## config.mk

```make
export PLATFORM = sky130hd
export DESIGN_NAME = decimal_text_to_fixed_point_unit_flat
export DESIGN_NICKNAME = d
export VERILOG_FILES = /design/src/rtl/dtfp_pkg.sv /design/src/rtl/dtfp_char_if.sv /design/src/rtl/dtfp_cfg_if.sv /design/src/rtl/dtfp_result_if.sv /design/src/rtl/dtfp_ctrl.sv /design/src/rtl/dtfp_dp.sv /design/src/rtl/decimal_text_to_fixed_point_unit.sv /design/src/flat_wrapper.sv
export SDC_FILE = /design/constraint.sdc
export NUM_CORES = 1
export LEC_CHECK = 0
export BUFFER_PORTS_ARGS = -buffer_cell sky130_fd_sc_hd__buf_2
export CORE_MARGIN = 2
export CORE_UTILIZATION = 40
export CTS_CLUSTER_DIAMETER = 200
export DETAILED_ROUTE_END_ITERATION = 8
export SLEW_MARGIN = 20
export SYNTH_ARGS = -nofsm -noshare
export SYNTH_HDL_FRONTEND = slang
export SYNTH_HIERARCHICAL = 1
export SYNTH_SLANG_ARGS = --single-unit
```

## constraint.sdc

```tcl
create_clock -name clk -period 12.4 [get_ports clk]
set_input_delay 1.24 -clock clk [delete_from_list [all_inputs] [get_ports clk]]
set_output_delay 1.24 -clock clk [all_outputs]
set_load 0.05 [all_outputs]
```

## src/rtl/dtfp_pkg.sv

```systemverilog
`default_nettype none

package dtfp_pkg;

    // Defaults for the top level parameters
    localparam int DEF_VALUE_BITS    = 64;
    localparam int DEF_POSITION_BITS = 12;
    localparam int DEF_MAX_PLACES    = 31;

    // Fixed port widths
    localparam int CHAR_W      = 8;
    localparam int VALUE_W     = 64;
    localparam int STATUS_W    = 2;
    localparam int END_W       = 12;
    localparam int CFG_INDEX_W = 3;
    localparam int CFG_DATA_W  = 8;
    localparam int PLACES_W    = 5;
    localparam int RWIDTH_W    = 2;

    // Configuration register indexes
    localparam logic [CFG_INDEX_W-1:0] CFG_FRACTION_PLACES   = 3'd0;
    localparam logic [CFG_INDEX_W-1:0] CFG_FRACTION_ENABLE   = 3'd1;
    localparam logic [CFG_INDEX_W-1:0] CFG_SIGNED_MODE       = 3'd2;
    localparam logic [CFG_INDEX_W-1:0] CFG_RESULT_WIDTH      = 3'd3;
    localparam logic [CFG_INDEX_W-1:0] CFG_WHOLE_STRING_ONLY = 3'd4;

    // Result width codes
    localparam logic [RWIDTH_W-1:0] RW_8  = 2'd0;
    localparam logic [RWIDTH_W-1:0] RW_16 = 2'd1;
    localparam logic [RWIDTH_W-1:0] RW_32 = 2'd2;
    localparam logic [RWIDTH_W-1:0] RW_64 = 2'd3;

    // Characters
    localparam logic [CHAR_W-1:0] CH_NUL   = 8'h00;
    localparam logic [CHAR_W-1:0] CH_TAB   = 8'h09;
    localparam logic [CHAR_W-1:0] CH_LF    = 8'h0A;
    localparam logic [CHAR_W-1:0] CH_VT    = 8'h0B;
    localparam logic [CHAR_W-1:0] CH_FF    = 8'h0C;
    localparam logic [CHAR_W-1:0] CH_CR    = 8'h0D;
    localparam logic [CHAR_W-1:0] CH_SPACE = 8'h20;
    localparam logic [CHAR_W-1:0] CH_PLUS  = 8'h2B;
    localparam logic [CHAR_W-1:0] CH_MINUS = 8'h2D;
    localparam logic [CHAR_W-1:0] CH_POINT = 8'h2E;
    localparam logic [CHAR_W-1:0] CH_ZERO  = 8'h30;
    localparam logic [CHAR_W-1:0] CH_FIVE  = 8'h35;
    localparam logic [CHAR_W-1:0] CH_SIX   = 8'h36;
    localparam logic [CHAR_W-1:0] CH_NINE  = 8'h39;

    typedef enum logic [STATUS_W-1:0] {
        PS_OK       = 2'd0,
        PS_SYNTAX   = 2'd1,
        PS_OVERFLOW = 2'd2
    } parse_status_t;

    typedef enum logic [2:0] {
        ACC_HOLD,
        ACC_LOAD,
        ACC_MAC,
        ACC_PAD,
        ACC_BUMP
    } acc_op_t;

    typedef struct packed {
        logic [PLACES_W-1:0] fraction_places;
        logic                fraction_enable;
        logic                signed_mode;
        logic [RWIDTH_W-1:0] result_width;
        logic                whole_string_only;
    } cfg_t;

    // Controller to datapath
    typedef struct packed {
        logic    char_load;
        acc_op_t acc_op;
        logic    places_load;
        logic    places_dec;
        logic    neg_set;
        logic    syntax_set;
        logic    end_mark;
        logic    trail_check;
        logic    idx_inc;
        logic    finish;
    } cmd_t;

    // Datapath to controller
    typedef struct packed {
        logic is_digit;
        logic is_blank;
        logic is_sign;
        logic is_point;
        logic is_nul;
        logic is_five;
        logic is_high;
        logic is_zero_digit;
        logic places_nz;
        logic out_free;
    } stat_t;

endpackage

`default_nettype wire

```

## src/rtl/dtfp_char_if.sv

```systemverilog
`default_nettype none

interface dtfp_char_if;
    import dtfp_pkg::*;

    logic              valid;
    logic              ready;
    logic [CHAR_W-1:0] char_code;

    modport source (output valid, output char_code, input ready);
    modport sink (input valid, input char_code, output ready);
endinterface

`default_nettype wire

```

## src/rtl/dtfp_cfg_if.sv

```systemverilog
`default_nettype none

interface dtfp_cfg_if;
    import dtfp_pkg::*;

    logic                   valid;
    logic                   ready;
    logic [CFG_INDEX_W-1:0] index;
    logic [CFG_DATA_W-1:0]  data;

    modport source (output valid, output index, output data, input ready);
    modport sink (input valid, input index, input data, output ready);
endinterface

`default_nettype wire

```

## src/rtl/dtfp_result_if.sv

```systemverilog
`default_nettype none

interface dtfp_result_if;
    import dtfp_pkg::*;

    logic                valid;
    logic                ready;
    logic [VALUE_W-1:0]  value_bits;
    logic [STATUS_W-1:0] parse_status;
    logic [END_W-1:0]    end_position;

    modport source (output valid, output value_bits, output parse_status,
                    output end_position, input ready);
    modport sink (input valid, input value_bits, input parse_status,
                  input end_position, output ready);
endinterface

`default_nettype wire

```

## src/rtl/dtfp_ctrl.sv

```systemverilog
`default_nettype none

module dtfp_ctrl (
    input  wire logic           clk,
    input  wire logic           rst_n,
    input  wire dtfp_pkg::cfg_t  cfg,
    input  wire dtfp_pkg::stat_t stat,
    input  wire logic           in_valid,
    output logic                in_ready,
    output dtfp_pkg::cmd_t       cmd
);
    import dtfp_pkg::*;

    typedef enum logic [1:0] {
        ST_WAIT,
        ST_EXEC,
        ST_PAD,
        ST_FINISH
    } state_t;

    typedef enum logic [2:0] {
        PH_LEAD,
        PH_POSTSIGN,
        PH_INT,
        PH_FRAC,
        PH_ROUND5,
        PH_SKIP,
        PH_TAIL
    } phase_t;

    state_t state_reg, state_next;
    phase_t phase_reg, phase_next;

    always_comb
    begin
        logic char_done;
        char_done  = 1'b0;
        cmd        = '0;
        cmd.acc_op = ACC_HOLD;
        state_next = state_reg;
        phase_next = phase_reg;
        in_ready   = (state_reg == ST_WAIT);

        unique case (state_reg)
            ST_WAIT:
            begin
                if (in_valid)
                begin
                    cmd.char_load = 1'b1;
                    state_next    = ST_EXEC;
                end
            end
            ST_EXEC:
            begin
                char_done = 1'b1;
                unique case (phase_reg) inside
                    PH_LEAD, PH_POSTSIGN:
                    begin
                        if (stat.is_blank)
                        begin
                        end
                        else if (stat.is_digit)
                        begin
                            cmd.acc_op      = ACC_LOAD;
                            cmd.places_load = 1'b1;
                            phase_next      = PH_INT;
                        end
                        else if (phase_reg == PH_LEAD && cfg.signed_mode && stat.is_sign)
                        begin
                            cmd.neg_set = 1'b1;
                            phase_next  = PH_POSTSIGN;
                        end
                        else
                        begin
                            cmd.syntax_set = 1'b1;
                            cmd.end_mark   = 1'b1;
                            phase_next     = PH_TAIL;
                        end
                    end
                    PH_INT:
                    begin
                        if (stat.is_digit)
                        begin
                            cmd.acc_op = ACC_MAC;
                        end
                        else if (!cfg.fraction_enable)
                        begin
                            cmd.end_mark = 1'b1;
                            phase_next   = PH_TAIL;
                        end
                        else if (stat.is_point)
                        begin
                            phase_next = PH_FRAC;
                        end
                        else
                        begin
                            char_done  = 1'b0;
                            state_next = ST_PAD;
                        end
                    end
                    PH_FRAC:
                    begin
                        if (stat.places_nz && stat.is_digit)
                        begin
                            cmd.acc_op     = ACC_MAC;
                            cmd.places_dec = 1'b1;
                        end
                        else
                        begin
                            char_done  = 1'b0;
                            state_next = ST_PAD;
                        end
                    end
                    PH_ROUND5:
                    begin
                        if (stat.is_zero_digit)
                        begin
                        end
                        else if (stat.is_digit)
                        begin
                            cmd.acc_op = ACC_BUMP;
                            phase_next = PH_SKIP;
                        end
                        else
                        begin
                            cmd.end_mark = 1'b1;
                            phase_next   = PH_TAIL;
                        end
                    end
                    PH_SKIP:
                    begin
                        if (!stat.is_digit)
                        begin
                            cmd.end_mark = 1'b1;
                            phase_next   = PH_TAIL;
                        end
                    end
                    PH_TAIL:
                    begin
                        cmd.trail_check = 1'b1;
                    end
                    default:
                    begin
                        phase_next = PH_LEAD;
                    end
                endcase
            end
            ST_PAD:
            begin
                if (stat.places_nz)
                begin
                    cmd.acc_op     = ACC_PAD;
                    cmd.places_dec = 1'b1;
                end
                else
                begin
                    // padding done, this character now decides rounding
                    char_done = 1'b1;
                    if (stat.is_high)
                    begin
                        cmd.acc_op = ACC_BUMP;
                        phase_next = PH_SKIP;
                    end
                    else if (stat.is_five)
                    begin
                        phase_next = PH_ROUND5;
                    end
                    else if (stat.is_digit)
                    begin
                        phase_next = PH_SKIP;
                    end
                    else
                    begin
                        cmd.end_mark = 1'b1;
                        phase_next   = PH_TAIL;
                    end
                end
            end
            ST_FINISH:
            begin
                if (stat.out_free)
                begin
                    cmd.finish = 1'b1;
                    phase_next = PH_LEAD;
                    state_next = ST_WAIT;
                end
            end
        endcase

        if (char_done)
        begin
            if (stat.is_nul)
            begin
                state_next = ST_FINISH;
            end
            else
            begin
                cmd.idx_inc = 1'b1;
                state_next  = ST_WAIT;
            end
        end
    end

    always_ff @(posedge clk or negedge rst_n)
    begin
        if (!rst_n)
        begin
            state_reg <= ST_WAIT;
            phase_reg <= PH_LEAD;
        end
        else
        begin
            state_reg <= state_next;
            phase_reg <= phase_next;
        end
    end

    a_tail_holds: assert property (@(posedge clk) disable iff (!rst_n)
        (phase_reg == PH_TAIL && state_reg != ST_FINISH) |=> phase_reg == PH_TAIL)
        else $error("number end reopened before string terminator");

    a_load_from_scan: assert property (@(posedge clk) disable iff (!rst_n)
        (cmd.acc_op == ACC_LOAD) |-> (phase_reg == PH_LEAD || phase_reg == PH_POSTSIGN))
        else $error("first digit load outside leading scan");

    a_finish_on_nul: assert property (@(posedge clk) disable iff (!rst_n)
        (state_reg == ST_FINISH) |-> stat.is_nul)
        else $error("result formed without a string terminator");

endmodule

`default_nettype wire

```

## src/rtl/dtfp_dp.sv

```systemverilog
`default_nettype none

module dtfp_dp #(
    parameter int VALUE_BITS    = dtfp_pkg::DEF_VALUE_BITS,
    parameter int POSITION_BITS = dtfp_pkg::DEF_POSITION_BITS,
    parameter int MAX_PLACES    = dtfp_pkg::DEF_MAX_PLACES
) (
    input  wire logic                          clk,
    input  wire logic                          rst_n,
    input  wire dtfp_pkg::cmd_t                 cmd,
    input  wire dtfp_pkg::cfg_t                 cfg,
    input  wire logic [dtfp_pkg::CHAR_W-1:0]    char_code,
    output dtfp_pkg::stat_t                     stat,
    output logic                                out_valid,
    input  wire logic                          out_ready,
    output logic [dtfp_pkg::VALUE_W-1:0]        value_bits,
    output logic [dtfp_pkg::STATUS_W-1:0]       parse_status,
    output logic [dtfp_pkg::END_W-1:0]          end_position
);
    import dtfp_pkg::*;

    localparam int AW  = VALUE_BITS;
    localparam int MW  = VALUE_BITS + 4;
    localparam int PW  = POSITION_BITS;
    localparam int PLW = (MAX_PLACES > 0) ? $clog2(MAX_PLACES + 1) : 1;
    localparam logic [6:0]    VB7  = 7'(VALUE_BITS);

    logic [CHAR_W-1:0]   char_reg, char_next;
    logic [AW-1:0]       acc_reg, acc_next;
    logic                ovf_reg, ovf_next;
    logic                neg_reg, neg_next;
    logic                syntax_reg, syntax_next;
    logic                trail_reg, trail_next;
    logic [PLW-1:0]      places_reg, places_next;
    logic [PW-1:0]       idx_reg, idx_next;
    logic [PW-1:0]       end_reg, end_next;
    logic                out_valid_reg, out_valid_next;
    logic [VALUE_W-1:0]  out_value_reg, out_value_next;
    logic [STATUS_W-1:0] out_status_reg, out_status_next;
    logic [END_W-1:0]    out_end_reg, out_end_next;

    logic          is_digit, is_ws, is_nul;
    logic [3:0]    digit_val;
    logic [MW-1:0] wide;
    logic          wide_ovf;
    logic [6:0]    e_bits;
    logic [AW-1:0] umax, smag, spos;
    logic          range_bad;
    logic [VALUE_W-1:0] acc_ext;

    // character classes
    always_comb
    begin
        is_digit  = (char_reg >= CH_ZERO) && (char_reg <= CH_NINE);
        is_nul    = (char_reg == CH_NUL);
        is_ws     = (char_reg == CH_SPACE) || (char_reg == CH_TAB) || (char_reg == CH_CR)
                 || (char_reg == CH_LF) || (char_reg == CH_VT) || (char_reg == CH_FF);
        digit_val = char_reg[3:0];

        stat.is_digit      = is_digit;
        stat.is_blank      = (char_reg == CH_SPACE) || (char_reg == CH_TAB);
        stat.is_sign       = (char_reg == CH_PLUS) || (char_reg == CH_MINUS);
        stat.is_point      = (char_reg == CH_POINT);
        stat.is_nul        = is_nul;
        stat.is_five       = (char_reg == CH_FIVE);
        stat.is_high       = (char_reg >= CH_SIX) && (char_reg <= CH_NINE);
        stat.is_zero_digit = (char_reg == CH_ZERO);
        stat.places_nz     = |places_reg;
        stat.out_free      = !out_valid_reg || out_ready;
    end

    // x10 + digit as x8 + x2, shared by digit accumulation and place padding
    always_comb
    begin
        wide     = (MW'(acc_reg) << 3) + (MW'(acc_reg) << 1)
                 + ((cmd.acc_op == ACC_PAD) ? MW'(0) : MW'(digit_val));
        wide_ovf = |wide[MW-1:AW];
    end

    // range check for the end of string
    always_comb
    begin
        case (cfg.result_width)
            RW_8:    e_bits = 7'd8;
            RW_16:   e_bits = 7'd16;
            RW_32:   e_bits = 7'd32;
            default: e_bits = 7'd64;
        endcase
        if (e_bits > VB7)
        begin
            e_bits = VB7;
        end
        umax = {AW{1'b1}} >> (VB7 - e_bits);
        smag = AW'(1) << (e_bits - 7'd1);
        spos = smag - AW'(1);
        if (cfg.signed_mode && neg_reg)
        begin
            range_bad = acc_reg > smag;
        end
        else if (cfg.signed_mode)
        begin
            range_bad = acc_reg > spos;
        end
        else
        begin
            range_bad = acc_reg > umax;
        end
        acc_ext = VALUE_W'(acc_reg);
    end

    always_comb
    begin
        char_next       = cmd.char_load ? char_code : char_reg;
        acc_next        = acc_reg;
        ovf_next        = ovf_reg;
        neg_next        = neg_reg;
        syntax_next     = syntax_reg;
        trail_next      = trail_reg;
        places_next     = places_reg;
        idx_next        = idx_reg;
        end_next        = end_reg;
        out_value_next  = out_value_reg;
        out_status_next = out_status_reg;
        out_end_next    = out_end_reg;
        out_valid_next  = out_valid_reg && !out_ready;

        case (cmd.acc_op)
            ACC_LOAD:
            begin
                acc_next = AW'(digit_val);
            end
            ACC_MAC:
            begin
                // digits after an overflow are ignored
                if (!ovf_reg)
                begin
                    if (wide_ovf)
                    begin
                        ovf_next = 1'b1;
                    end
                    else
                    begin
                        acc_next = wide[AW-1:0];
                    end
                end
            end
            ACC_PAD:
            begin
                if (wide_ovf)
                begin
                    ovf_next = 1'b1;
                end
                else
                begin
                    acc_next = wide[AW-1:0];
                end
            end
            ACC_BUMP:
            begin
                if (&acc_reg)
                begin
                    ovf_next = 1'b1;
                end
                else
                begin
                    acc_next = acc_reg + AW'(1);
                end
            end
            default:
            begin
            end
        endcase

        if (cmd.places_load)
        begin
            places_next = (int'(cfg.fraction_places) > MAX_PLACES)
                        ? PLW'(MAX_PLACES) : PLW'(cfg.fraction_places);
        end
        else if (cmd.places_dec)
        begin
            places_next = places_reg - PLW'(1);
        end

        if (cmd.neg_set)
        begin
            neg_next = (char_reg == CH_MINUS);
        end
        if (cmd.syntax_set)
        begin
            syntax_next = 1'b1;
        end
        if (cmd.end_mark)
        begin
            end_next = idx_reg;
        end
        if ((cmd.end_mark || cmd.trail_check) && !is_ws && !is_nul)
        begin
            trail_next = 1'b1;
        end
        if (cmd.idx_inc && (idx_reg != {PW{1'b1}}))
        begin
            idx_next = idx_reg + PW'(1);
        end

        if (cmd.finish)
        begin
            out_valid_next = 1'b1;
            out_end_next   = END_W'(end_reg);
            out_value_next = '0;
            if (syntax_reg)
            begin
                out_status_next = PS_SYNTAX;
            end
            else if (ovf_reg || range_bad)
            begin
                out_status_next = PS_OVERFLOW;
            end
            else if (trail_reg && cfg.whole_string_only)
            begin
                out_status_next = PS_SYNTAX;
            end
            else
            begin
                out_status_next = PS_OK;
                out_value_next  = neg_reg ? (~acc_ext + VALUE_W'(1)) : acc_ext;
            end
            acc_next    = '0;
            ovf_next    = 1'b0;
            neg_next    = 1'b0;
            syntax_next = 1'b0;
            trail_next  = 1'b0;
            places_next = '0;
            idx_next    = '0;
            end_next    = '0;
        end
    end

    always_ff @(posedge clk or negedge rst_n)
    begin
        if (!rst_n)
        begin
            acc_reg       <= '0;
            ovf_reg       <= 1'b0;
            neg_reg       <= 1'b0;
            syntax_reg    <= 1'b0;
            trail_reg     <= 1'b0;
            places_reg    <= '0;
            idx_reg       <= '0;
            end_reg       <= '0;
            out_valid_reg <= 1'b0;
        end
        else
        begin
            acc_reg       <= acc_next;
            ovf_reg       <= ovf_next;
            neg_reg       <= neg_next;
            syntax_reg    <= syntax_next;
            trail_reg     <= trail_next;
            places_reg    <= places_next;
            idx_reg       <= idx_next;
            end_reg       <= end_next;
            out_valid_reg <= out_valid_next;
        end
    end

    always_ff @(posedge clk)
    begin
        char_reg       <= char_next;
        out_value_reg  <= out_value_next;
        out_status_reg <= out_status_next;
        out_end_reg    <= out_end_next;
    end

    assign out_valid    = out_valid_reg;
    assign value_bits   = out_value_reg;
    assign parse_status = out_status_reg;
    assign end_position = out_end_reg;

    a_zero_on_error: assert property (@(posedge clk) disable iff (!rst_n)
        (out_valid_reg && out_status_reg != PS_OK) |-> out_value_reg == '0)
        else $error("failed parse carries a non-zero value");

    a_places_bounded: assert property (@(posedge clk) disable iff (!rst_n)
        int'(places_reg) <= MAX_PLACES)
        else $error("places counter above clamp");

    a_idx_saturates: assert property (@(posedge clk) disable iff (!rst_n)
        (idx_reg == {PW{1'b1}} && !cmd.finish) |=> idx_reg == {PW{1'b1}})
        else $error("character index wrapped");

endmodule

`default_nettype wire

```

## src/rtl/decimal_text_to_fixed_point_unit.sv

```systemverilog
`default_nettype none

// ASCII decimal string to fixed-point integer converter.
// chars: one character per transfer; a zero byte ends the string and yields
//   exactly one transfer on results. Other characters yield nothing.
// cfg: register writes (index, data), always ready; registers take effect on
//   the next character processed.
// results: value_bits, parse_status (ok / syntax / overflow), end_position.
// Flow: each character is accepted in ST_WAIT, then takes one x10-and-add
//   step in ST_EXEC. A non-digit that closes a number in fraction mode then
//   passes through ST_PAD, which pads one decimal place per step, since
//   padding reuses the same x10 unit, and then decides rounding. The
//   terminator passes through ST_FINISH, which forms the result in the
//   output register once any padding is done.
// The result sits in an output register: characters of the next string are
//   accepted while it waits, and only the next terminator stalls until the
//   previous result has been taken.
// Reset: registers return to 0 places, fraction on, signed, 64-bit range,
//   trailing text allowed; string state is cleared and no result is pending.
module decimal_text_to_fixed_point_unit #(
    parameter int VALUE_BITS    = dtfp_pkg::DEF_VALUE_BITS,
    parameter int POSITION_BITS = dtfp_pkg::DEF_POSITION_BITS,
    parameter int MAX_PLACES    = dtfp_pkg::DEF_MAX_PLACES
) (
    input  wire logic   clk,
    input  wire logic   rst_n,
    dtfp_char_if.sink   chars,
    dtfp_cfg_if.sink    cfg,
    dtfp_result_if.source results
);
    import dtfp_pkg::*;

    cfg_t  cfg_reg, cfg_next;
    cmd_t  cmd;
    stat_t stat;

    always_comb
    begin
        cfg_next = cfg_reg;
        if (cfg.valid)
        begin
            unique case (cfg.index)
                CFG_FRACTION_PLACES:   cfg_next.fraction_places   = cfg.data[PLACES_W-1:0];
                CFG_FRACTION_ENABLE:   cfg_next.fraction_enable   = cfg.data[0];
                CFG_SIGNED_MODE:       cfg_next.signed_mode       = cfg.data[0];
                CFG_RESULT_WIDTH:      cfg_next.result_width      = cfg.data[RWIDTH_W-1:0];
                CFG_WHOLE_STRING_ONLY: cfg_next.whole_string_only = cfg.data[0];
                default:
                begin
                end
            endcase
        end
    end

    always_ff @(posedge clk or negedge rst_n)
    begin
        if (!rst_n)
        begin
            cfg_reg.fraction_places   <= '0;
            cfg_reg.fraction_enable   <= 1'b1;
            cfg_reg.signed_mode       <= 1'b1;
            cfg_reg.result_width      <= RW_64;
            cfg_reg.whole_string_only <= 1'b0;
        end
        else
        begin
            cfg_reg <= cfg_next;
        end
    end

    assign cfg.ready = 1'b1;

    dtfp_ctrl u_ctrl (
        .clk      (clk),
        .rst_n    (rst_n),
        .cfg      (cfg_reg),
        .stat     (stat),
        .in_valid (chars.valid),
        .in_ready (chars.ready),
        .cmd      (cmd)
    );

    dtfp_dp #(
        .VALUE_BITS    (VALUE_BITS),
        .POSITION_BITS (POSITION_BITS),
        .MAX_PLACES    (MAX_PLACES)
    ) u_dp (
        .clk          (clk),
        .rst_n        (rst_n),
        .cmd          (cmd),
        .cfg          (cfg_reg),
        .char_code    (chars.char_code),
        .stat         (stat),
        .out_valid    (results.valid),
        .out_ready    (results.ready),
        .value_bits   (results.value_bits),
        .parse_status (results.parse_status),
        .end_position (results.end_position)
    );

endmodule

`default_nettype wire

```

## src/flat_wrapper.sv

```systemverilog
// flat-port wrapper written by rule: the top's interface ports become plain ports
module decimal_text_to_fixed_point_unit_flat import dtfp_pkg::*;
#(
    parameter int VALUE_BITS    = dtfp_pkg::DEF_VALUE_BITS,
    parameter int POSITION_BITS = dtfp_pkg::DEF_POSITION_BITS,
    parameter int MAX_PLACES    = dtfp_pkg::DEF_MAX_PLACES
)
  (clk, rst_n, chars_valid, chars_char_code, chars_ready, cfg_valid, cfg_index, cfg_data, cfg_ready, results_valid, results_value_bits, results_parse_status, results_end_position, results_ready);
  dtfp_char_if chars_i ();
  dtfp_cfg_if cfg_i ();
  dtfp_result_if results_i ();
  input  wire logic clk;
  input  wire logic rst_n;
  input wire logic [$bits(chars_i.valid)-1:0] chars_valid;
  input wire logic [$bits(chars_i.char_code)-1:0] chars_char_code;
  output wire logic [$bits(chars_i.ready)-1:0] chars_ready;
  input wire logic [$bits(cfg_i.valid)-1:0] cfg_valid;
  input wire logic [$bits(cfg_i.index)-1:0] cfg_index;
  input wire logic [$bits(cfg_i.data)-1:0] cfg_data;
  output wire logic [$bits(cfg_i.ready)-1:0] cfg_ready;
  output wire logic [$bits(results_i.valid)-1:0] results_valid;
  output wire logic [$bits(results_i.value_bits)-1:0] results_value_bits;
  output wire logic [$bits(results_i.parse_status)-1:0] results_parse_status;
  output wire logic [$bits(results_i.end_position)-1:0] results_end_position;
  input wire logic [$bits(results_i.ready)-1:0] results_ready;
  assign chars_i.valid = chars_valid;
  assign chars_i.char_code = chars_char_code;
  assign chars_ready = chars_i.ready;
  assign cfg_i.valid = cfg_valid;
  assign cfg_i.index = cfg_index;
  assign cfg_i.data = cfg_data;
  assign cfg_ready = cfg_i.ready;
  assign results_valid = results_i.valid;
  assign results_value_bits = results_i.value_bits;
  assign results_parse_status = results_i.parse_status;
  assign results_end_position = results_i.end_position;
  assign results_i.ready = results_ready;
  decimal_text_to_fixed_point_unit #(.VALUE_BITS(VALUE_BITS), .POSITION_BITS(POSITION_BITS), .MAX_PLACES(MAX_PLACES)) u_core (.clk(clk), .rst_n(rst_n), .chars(chars_i), .cfg(cfg_i), .results(results_i));
endmodule
```

==> summary.md <==
| Metric | Value |
|---|---|
| Final Instance Area | 0.0198 sq mm |
| Clk sink count | 199 |
| Die area | ~0.048 sq mm |
| FMAX | 115 MHz |
| Largest net degree at the start of global routing | 82 |
| Worst EP arrival | around 9 ns |
| Final max-slew violation count | 0 |
| Clock Latency Late Sink | approximately 0.47 ns |
| DP HPWL | 43,300 um |
| Root buffer cell | clkbuf_16 |
| Largest fanout on the critical path | 23 |
| Hold Path Class | flip-flop to flip-flop |
| Hold Path Cell Cnt | 0 |
| #FFs+latches synth | ~200 |
| Placed insts | around 2,700 |
| Share of cells above drive strength 1 | 9.45% |
| Post-CTS sizing | 0 |
| Total CTS buffers | 17 |
| Measured slew at the worst slew-check pin | between 1 and 1.5 ns |
| Flop2flop setup slack | around 3.7 ns |
| Max IR drop VDD | between 0.0001 and 0.00015 V |
| Worst Hold End | u_core/u_dp/end_position[2]$_DFFE_PP_ |
| Post-synth top area cell | ha_1 |
| Global-route wire length before repair | just over 90,000 um |
| Clock Skews | 0.0140 ns |
| Ys Warns | 6 |
| Post-CTS Setup Repair Bufs | 0 |
| Post-synth EDFFs | 86 |
| # rows | just under 80 |
| Share of the synthesized area in the top cell type | 15.6% |
| TNS Setup | 0 ns |
| Leak | 8.51 nW |
| RR Startpoint | u_core/u_dp/char_reg[2]$_DFFE_PP_ |
| Tmin final | 8.68 ns |
| Area Growth Syn to Fin | 7.82% |
| CTS Buffer Depth | 2 |
| Die X-Extent | 218 um |
| Commonest non-fill, non-tap cell in the layout | ha_1 |
| RSZ-0062 raised after global routing | false |
| Vias/cell | 6.10 |
| Final Core Density | 43.7% |
| # hold bufs at CTS | 0 |
| RR Endpoint | u_core/u_dp/acc_ext[59]$_DFFE_PN0P_ |
| Final ANT Viol Nets | 0 |
| Element type at the critical path start | flip-flop |
| Placed instance area | between 0.015 and 0.02 sq mm |
| Power Density | a little under 200 mW/mm^2 |
| Drc violations | 0 |
| Routed wire per std cell | 21.3 um |
| Via count | 16,900 |
| Final #Nets | 2,412 |
| Cell Count, Final, Fillers Out | 2,772 |
| Grt ovf | 0 |
| Post-synthesis cell area | 0.0183 sq mm |
| Main synth FF type | dfrtp_1 |
| Max Cap Violations | 0 |
| Die Ht | 218 um |
| I/O Buffers | 100 |
| Ranking of synthesized cells by area | ha_1 (16%), dfrtp_1 (15%), edfxtp_1 (14%) |
| Initial DRC Count | 1,561 |
| Synth Instances | 2,160 |
| Syn Area/Cell | 8.49 sq um |
| Critical path endpoint category | flip-flop |
| Antenna violations before repair | 1 |
| Async SR Flop Fraction | ~57% |
| Final Cycle Share | 70.0% |
| DR pass1 iterations | 6 |
| Worst endpoint required time | ~13 ns |
| Number of global-route vias before repair | approximately 16,000 |
| Core Region | 0.0453 sq mm |
| Outcome | finished, final reports clean |
| Clock Pin Slew Worst Setup and Hold Paths | 0.08 ns |
| CTS HTree Levels | 4 |
| Final WL | roughly 59,000 um |
| IO Count | 105 |
| CTS tree | yes |
| Starting Density | between 40% and 50% |
| GP Congestion | 0.942 |
| Hold path start | u_core/u_dp/end_reg[2]$_DFFE_PN0P_ |
| Synth unique cells | just under 90 |
| Most frequent cells in the layout | ha_1 (229), nor2_1 (225), nand2_1 (195) |
| GRT Overall Usage | about 25% |
| Rel. slew slack | 21.8% |
| Final hold viol count | 0 |
| Kind of critical path | flip-flop to flip-flop |
| Final setup vio count | 0 |
| Post-synthesis sequential area ratio | 29.5% |
| Worst-case reg-to-reg path depth | 25 |
[per-layer routing]
layer  vias to the layer above  global-route usage, %  routed length (um)
li1                       8007                      -                   -
met1                      8207                   35.9               27900
met2                       619                   38.5               26300
met3                        71                   2.96                3430
met4                         0                   7.46                1310
met5                         -                      0                   0
[cell families after synthesis]
family | synth area share (%)
compound gates | 21.9
xor+xnor | 6.54
fa+ha+maj | 15.8
buf+inv | 4.19
flops | 29.5
mux | 1.86
other cells | 0.0410
simple gates | 20.1
[cells in the mapped netlist, drive strengths merged, types with 5 or more instances]
master	number
ha	229
o221ai	7
nand2	196
nand3	45
nor2b	16
or2	11
a21oi	164
o21a	10
xor2	79
mux2	13
o31a	7
mux2i	19
o31ai	28
nand4	66
xnor2	58
edfxtp	86
o21bai	16
or4	15
o211ai	11
a31oi	20
o22ai	13
nor3	53
o32ai	26
nor4	17
nor2	228
and4	8
and3	19
a22o	29
and2	12
dfrtp	109
o21ai	150
a211oi	8
or3	33
o41ai	10
a211o	5
buf	22
a21boi	9
a22oi	5
nand2b	18
inv	44
a21o	61
o2bb2ai	9
clkbuf	119
[cell type report]
| class | count | area [sq um] |
|---|---|---|
| Fill cell | 4482 | 25500 |
| Multi-Input combinational cell | 1778 | 12200 |
| Sequential cell | 199 | 5420 |
| Tap cell | 600 | 751 |
| Timing Repair Buffer | 117 | 631 |
| Clock buffer | 18 | 450 |
| Clock inverter | 14 | 173 |
| Inverter | 44 | 165 |
| Antenna cell | 2 | 5.00 |
[report_power, final]
| group | internal [W] | switching [W] |
|---|---|---|
| Clock | 0.000303 | 0.000294 |
| Combinational | 0.000771 | 0.00131 |
| Sequential | 0.000854 | 0.000300 |
[worst max path at each step]
stage | startpoint | to | slack (ns) | cells after the start
2_1_floorplan | u_core/u_dp/char_reg[2]$_DFFE_PP_ | u_core/u_dp/acc_ext[15]$_DFFE_PN0P_ | 6.19 | 28
3_3_place_gp | u_core/u_dp/char_reg[2]$_DFFE_PP_ | u_core/u_dp/acc_ext[8]$_DFFE_PN0P_ | 3.93 | 25
3_5_place_dp | u_core/u_dp/char_reg[2]$_DFFE_PP_ | u_core/u_dp/acc_ext[43]$_DFFE_PN0P_ | 3.93 | 25
4_1_cts | u_core/u_dp/char_reg[2]$_DFFE_PP_ | u_core/u_dp/acc_ext[8]$_DFFE_PN0P_ | 3.86 | 25
5_1_grt | u_core/u_dp/char_reg[1]$_DFFE_PP_ | u_core/u_dp/acc_ext[59]$_DFFE_PN0P_ | 3.19 | 25
6_report | u_core/u_dp/char_reg[2]$_DFFE_PP_ | u_core/u_dp/acc_ext[59]$_DFFE_PN0P_ | 3.72 | 25
[through the flow]
step	hold slack (ns)	total power, W	setup slack (ns)
3_3_place_gp	0.437	0.00316	3.93
3_5_place_dp	0.430	0.00320	3.93
6_report	0.450	0.00383	3.72
2_1_floorplan	0.424	0.00261	6.19
5_1_grt	0.464	0.00411	3.19
4_1_cts	0.450	0.00381	3.86
[critical path, cell delays in order (launching register included)]
cell and delay, ns:
edfxtp_1 0.49, nor2_1 0.22, inv_1 0.08, a21oi_1 0.59, nand2_1 0.18, or3_1 0.34
a21boi_0 0.38, nor2b_2 0.21, buf_4 0.35, nand2_1 0.17, and2_1 0.19, ha_1 0.27
ha_1 0.16, inv_1 0.06, fa_1 0.40, nor2b_1 0.19, o2111ai_1 0.24, a2111oi_0 0.86
o21ai_0 0.36, a211o_1 0.44, o21ba_2 0.25, xnor2_1 0.12, o2111a_1 0.30, o21ai_2 0.77
or2_2 0.68, o21ai_0 0.20
Power figures use the tool's default switching activity.
